### src/mvc_pkg.sv
package mvc_pkg;
  localparam int unsigned MaxVertices = 64;
  localparam int unsigned CoordBits   = 12;
  localparam logic [6:0]  CountReset  = 7'd3;

  typedef enum logic {
    CMD_LOAD  = 1'b0,
    CMD_QUERY = 1'b1
  } cmd_e;

  typedef enum logic [3:0] {
    ST_IDLE,
    ST_FETCH,
    ST_WAIT,
    ST_LEN,
    ST_TAN1,
    ST_TAN2,
    ST_DIST,
    ST_WDIV,
    ST_ACC,
    ST_NFETCH,
    ST_NWAIT,
    ST_NDIV,
    ST_EMIT
  } state_e;

  // front to back query transaction
  typedef struct packed {
    logic [15:0] px;
    logic [15:0] py;
    logic [6:0]  n;
  } query_t;

  typedef struct packed {
    logic valid;
    logic ready;
  } hs_t;

  // one step of an unsigned restoring integer square root over 64 bits
  function automatic logic [31:0] isqrt_step(input logic [63:0] v, input logic [31:0] r,
                                             input logic [63:0] rem, output logic [63:0] rem_o);
    logic [65:0] trial;
    trial = {rem[61:0], v[63:62]} - {32'd0, r, 2'b01};
    if (!trial[65]) begin
      rem_o = trial[63:0];
      return {r[30:0], 1'b1};
    end else begin
      rem_o = {rem[61:0], v[63:62]};
      return {r[30:0], 1'b0};
    end
  endfunction
endpackage

### src/mvc_front.sv
module mvc_front #(
  parameter int unsigned MaxVertices = mvc_pkg::MaxVertices,
  parameter int unsigned CoordBits   = mvc_pkg::CoordBits
) (
  input  logic                           clk_i,
  input  logic                           rst_ni,
  input  logic                           start_i,
  output logic                           busy_o,
  input  logic                           back_idle_i,
  input  logic                           command_i,
  input  logic [5:0]                     vertex_index_i,
  input  logic [11:0]                    point_x_i,
  input  logic [11:0]                    point_y_i,
  input  logic                           vertex_enable_i,
  input  logic                           cfg_we_i,
  input  logic [6:0]                     cfg_wdata_i,
  output logic                           vx_we_o,
  output logic [$clog2(MaxVertices)-1:0] vx_waddr_o,
  output logic [2*CoordBits:0]           vx_wdata_o,
  output logic [MaxVertices-1:0]         enable_o,
  output mvc_pkg::query_t                query_o,
  output mvc_pkg::hs_t                   q_hs_o,
  input  logic                           q_ready_i
);
  localparam int unsigned IdxW = $clog2(MaxVertices);

  logic [6:0]             count_q;
  logic [MaxVertices-1:0] enable_q;
  logic                   full_q;
  mvc_pkg::query_t        slot_q;
  logic                   accept, is_load, in_range;
  logic [6:0]             n_clamped;
  logic [CoordBits-1:0]   px, py;

  assign busy_o   = full_q || !back_idle_i;
  assign accept   = start_i && !busy_o;
  assign is_load  = (mvc_pkg::cmd_e'(command_i) == mvc_pkg::CMD_LOAD);
  assign in_range = ({1'b0, vertex_index_i} < 7'(MaxVertices));
  assign px       = point_x_i[CoordBits-1:0];
  assign py       = point_y_i[CoordBits-1:0];

  always_comb begin
    n_clamped = count_q;
    if (count_q < 7'd3) n_clamped = 7'd3;
    if (count_q > 7'(MaxVertices)) n_clamped = 7'(MaxVertices);
  end

  assign vx_we_o    = accept && is_load && in_range;
  assign vx_waddr_o = vertex_index_i[IdxW-1:0];
  assign vx_wdata_o = {vertex_enable_i, py, px};
  assign enable_o   = enable_q;
  assign query_o    = slot_q;
  assign q_hs_o     = '{valid: full_q, ready: q_ready_i};

  always_ff @(posedge clk_i or negedge rst_ni) begin
    if (!rst_ni) begin
      count_q  <= mvc_pkg::CountReset;
      enable_q <= '1;
      full_q   <= 1'b0;
    end else begin
      if (cfg_we_i) count_q <= cfg_wdata_i;
      if (vx_we_o) enable_q[vertex_index_i[IdxW-1:0]] <= vertex_enable_i;
      if (full_q && q_ready_i) full_q <= 1'b0;
      else if (accept && !is_load) full_q <= 1'b1;
    end
  end

  always_ff @(posedge clk_i) begin
    if (accept && !is_load) begin
      slot_q.px <= 16'(px);
      slot_q.py <= 16'(py);
      slot_q.n  <= n_clamped;
    end
  end
endmodule

### config.mk
export PLATFORM = sky130hd
export DESIGN_NAME = mvc_front
export DESIGN_NICKNAME = d
export VERILOG_FILES = /design/src/mvc_pkg.sv /design/src/mvc_front.sv
export SDC_FILE = /design/constraint.sdc
export NUM_CORES = 1
export LEC_CHECK = 0
export BUFFER_PORTS_ARGS = -buffer_cell sky130_fd_sc_hd__clkbuf_2
export CORE_UTILIZATION = 35
export CTS_CLUSTER_DIAMETER = 200
export DETAILED_ROUTE_END_ITERATION = 10
export PLACE_DENSITY = 0.62
export SLEW_MARGIN = 20
export SYNTH_ARGS = -nofsm -noshare
export SYNTH_HDL_FRONTEND = slang
export SYNTH_SLANG_ARGS = --single-unit
### constraint.sdc
create_clock -name clk_i -period 5.33 [get_ports clk_i]
set_clock_uncertainty 0.1 [all_clocks]
set_input_delay 0.533 -clock clk_i [delete_from_list [all_inputs] [get_ports clk_i]]
set_output_delay 0.533 -clock clk_i [all_outputs]
set_load 0.05 [all_outputs]
# Word level (Yosys, flattened, before mapping)

Cells that the tools add are included.

Register bits: 103
Input bits: 45
Logic and storage cells: 28

Magnitude comparators: 4
Muxes and demuxes: 6
Bitwise operators: 1
Reduce and logical (&&, ||, !) cells: 10

Operator list:

| operator                                                                             | count |
|---|---|
| 64-bit bitwise mux                                                                   | 1 |
| 7-bit > comparator (second input constant)                                           | 1 |
| 6-bit by 7-bit < comparator with 1-bit output (second input constant)                | 1 |
| 7-bit by 2-bit < comparator with 1-bit output (second input constant)                | 1 |
| 7-bit 2-to-1 mux                                                                     | 1 |
| 1-bit demux with 6-bit select                                                        | 1 |
| 6-bit by 1-bit greater-or-equal comparator with 1-bit output (second input constant) | 1 |
| 1-bit logical AND                                                                    | 5 |
| 1-bit 2-to-1 mux                                                                     | 3 |
| 1-bit logical NOT                                                                    | 2 |
| 2-bit nonzero test                                                                   | 1 |
| 2-bit OR reduction                                                                   | 1 |
| 1-bit logical OR                                                                     | 1 |
| 1-bit NOT                                                                            | 1 |

# Logic depth before layout (Yosys ltp)

Word-level depth: 7
Gate-level depth with buffers: 6
Gate-level depth less buffers: 4

# Least setup slack after synthesis

Ideal clock, no wire load.

Path kind: in2reg
Start: in command_i
End: reg slot_q, in the netlist query_o[0], enable pin
Library setup time: 419 ps
Arrival time: 1,940 ps
Data required time: 4,811 ps
Setup slack: 2,871 ps
Stages on the path: 2
Path buffers: 0
Cell sequence: nand3_1 > nor2_1

Cells in the longest elaborated chain, start to end: 1

RTL lines:

| item              | line            | text |
|---|---|---|
| from (decl)       | mvc_front.sv:10 | `input logic command_i,` |
| 1-bit logical AND | mvc_front.sv:69 | `if (accept && !is_load) begin` |
| to (decl)         | mvc_front.sv:30 | `mvc_pkg::query_t slot_q;` |

Every way passes these cells.
A chain may end at the register's enable or synchronous reset.

# Final worst setup path

Start: reg full_q
End: out vx_we_o

Cells in the longest elaborated chain, start to end: 4

RTL lines:

| item                   | line            | text |
|---|---|---|
| from (decl)            | mvc_front.sv:29 | `logic full_q;` |
| from (signal assigned) | mvc_front.sv:59 | `full_q <= 1'b0;` |
| from (signal assigned) | mvc_front.sv:63 | `if (full_q && q_ready_i) full_q <= 1'b0;` |
| from (signal assigned) | mvc_front.sv:64 | `else if (accept && !is_load) full_q <= 1'b1;` |
| 1-bit logical OR       | mvc_front.sv:35 | `assign busy_o = full_q \|\| !back_idle_i;` |
| 1-bit logical NOT      | mvc_front.sv:36 | `assign accept = start_i && !busy_o;` |
| 1-bit logical AND      | mvc_front.sv:36 |  |
| 1-bit logical AND      | mvc_front.sv:48 | `assign vx_we_o = accept && is_load && in_range;` |
| to (decl)              | mvc_front.sv:17 | `output logic vx_we_o,` |

Every way passes these cells.

==> key figures <==
Detailed routing
  • 1st-iter DRT viols: approximately 150
  • Avg WL per Cell: ~16 um
  • Post-DR vias/cell: approximately 4.7
  • DR vias: between 3000 and 4000
  • Antenna-violating nets left: 0
  • WL final: between 10000 and 15000 um
  • DR DRC count: 0
  • Pre-antenna DRT Iters: 6

Place
  • # port buffers: 174
  • Placed Instances: approximately 640
  • Post-DP Area: approximately 5400 um^2
  • Pre-CTS setup slack: a little under 3 ns
  • RePlAce Congestion: 0.869
  • Post-DP HPWL: approximately 7400 um

Timing
  • Minimum clock period after layout: between 2 and 2.5 ns
  • Final TNS setup: 0 ns
  • Final Hold Viols: 0
  • Final setup margin: ~2.8 ns
  • RSZ-0062 raised after global routing: false
  • Max Slew Vio Count: 0
  • Max_slew headroom: 0.403
  • Final period util: 0.465
  • Fmax achieved: slightly above 400 MHz
  • Worst slew pin tran: 0.895 ns
  • Final setup fails: 0

Worst setup path
  • Kind of critical path: register to primary output
  • R2R depth: 5
  • Req. time, crit path: around 4.7 ns
  • Critical path capture point type: primary output
  • Startpoint Class: register
  • WP data arrival: between 1.5 and 2 ns
  • CP Max Fanout: 33

Floorplanning
  • Initial Util: 0.358
  • I/O pin total: 183
  • Core area: between 10000 and 15000 um^2
  • Die area: roughly 14000 um^2
  • Die Wd: around 120 um
  • Floorplan row count: 42
  • Die Y: 118 um

Logic synthesis
  • Syn Inst Count: 341
  • Area leader, netlist: dfstp_2
  • Yosys Warn Count: 0
  • Top-area cell type share of the netlist area: 0.366
  • Netlist cell types: 29
  • Top cells by area, synth: dfstp_2 37%, edfxtp_1 20%, mux2_1 10%
  • Area of the mapped netlist: 4730 um^2
  • Register bit count reported by yosys: between 100 and 150
  • Avg Cell Area, Syn: 13.9 um^2
  • Seq/Total Area, Yosys: 0.595

GRT
  • Initial antenna violation count: 0
  • Largest net degree at the start of global routing: 73
  • Aggregate global routing overflow: 0
  • First-pass GRT wire length: ~16000 um
  • GRT Overall Usage: 0.150
  • Vias in the first global route: about 2900

Clock network
  • TritonCTS Buffers: 9
  • CTS clk-pin slew, worst paths: roughly 0.07 ns
  • Clk root buf: clkbuf_16
  • Post-CTS Hold Buffers: 0
  • # Post-CTS Setup Buffers: 0
  • Worst skew pair latency: between 0.3 and 0.4 ns
  • Max Buffers Root-to-Sink: 2
  • PostCTS Resize Cnt: 0
  • Htree depth: 3
  • TritonCTS clock tree: built
  • CTS sink cnt: roughly 100

Power and ir drop
  • Lkg Pwr: 0.00254 uW
  • Worst VDD drop: 0.000153 V
  • P per Cell Area: ~330 nW/um^2

Layout
  • Area delta synth->final: 21.7%
  • Final Cell Area: 5760 um^2
  • Commonest cells after routing, fill and taps aside: 173 x clkbuf_2, 66 x dfstp_2, 44 x mux2_1
  • # diodes: 0
  • Nets: a little over 500
  • Share of layout cells above drive strength 1: 0.621
  • Leading cell type in the layout, fill and taps excluded: clkbuf_2
  • Fin cells: around 650

Run status
  • Status: complete, no violations

Flow run
  • Max Cap Viol: 0

Worst hold path
  • Hold Crit Class: input pin to asynchronous set/reset pin
==> layer usage <==
layer / vias up / track usage / share of wire
li1: 1447 / - / -
met1: 1521 / 0.198 / 0.46
met2: 81 / 0.232 / 0.48
met3: 10 / 0.0439 / 0.050
met4: 0 / 0.0561 / 0.014
met5: - / 0 / 0
==> path summary, 6_finish.rpt <==
| path | from | end | slack, ns |
|---|---|---|---|
| min in group clk_i | point_x_i[6] | query_o[29] | 0.28 |
| hold reg to reg | count_q[3] | count_q[3] | 0.43 |
| max in group asynchronous | rst_ni | count_q[2] | 4.32 |
| hold / removal | rst_ni | count_q[6] | 0.26 |
| setup reg to reg | full_q | enable_o[42] | 3.50 |
| setup / recovery | full_q | vx_we_o | 2.85 |
==> stage by stage <==
step	hold slack, ns	utilization	total power [uW]
2_1_floorplan	0.137	-	1160
3_3_place_gp	0.416	0.409	1210
3_5_place_dp	0.422	0.409	1220
4_1_cts	0.255	0.433	1920
5_1_grt	0.257	0.435	1980
6_report	0.258	0.435	1900
==> worst max-delay path, cell delays in order, from the launching register on <==
cell,delay [ns]
dfrtp_1,0.43
nand4bb_1,0.24
buf_4,0.28
inv_6,0.22
clkbuf_2,0.32
==> flip-flops by register name, summed over array words and instances (netlist names) <==
name and cells:
query_o 31, enable_o 64, full_q 1, count_q 7
==> cells in the mapped netlist <==
master,instances
edfxtp_1,31
nand3_1,35
nor2_1,5
conb_1,1
nor3b_2,3
nor3_4,1
buf_2,1
nor2b_1,4
buf_1,1
buf_6,6
or3b_1,3
nand4bb_1,1
nor3_1,31
dfstp_2,66
nand3b_1,6
nand2b_1,1
dfrtp_1,6
and3_1,1
nor3_2,2
nor3b_4,3
buf_4,47
inv_6,1
nor4_1,1
and3b_1,3
clkbuf_1,8
mux2i_1,1
mux2_2,27
or3_1,1
mux2_1,44
==> logic make-up after synthesis <==
| family | after synthesis | synth area share |
|---|---|---|
| flops | 103 | 0.595 |
| simple gates | 101 | 0.135 |
| mux | 72 | 0.171 |
| buf+inv | 64 | 0.0988 |
| other cells | 1 | 0.000792 |
==> power by group <==
| group | switching [uW] | internal (uW) | leakage (uW) |
|---|---|---|---|
| logic | 244 | 68.9 | 0.00135 |
| clock network | 285 | 413 | 0.000152 |
| registers | 18.6 | 869 | 0.00104 |
==> area by class of cell <==
class	count	area (um^2)
Clock inverter	7	95.1
Fill cell	1264	7480
Inverter	1	8.76
Multi-Input combinational cell	181	1480
Timing Repair Buffer	177	916
Sequential cell	103	2820
Clock buffer	9	225
Tap cell	176	220
No activity file was read; power rests on OpenSTA's default activity.
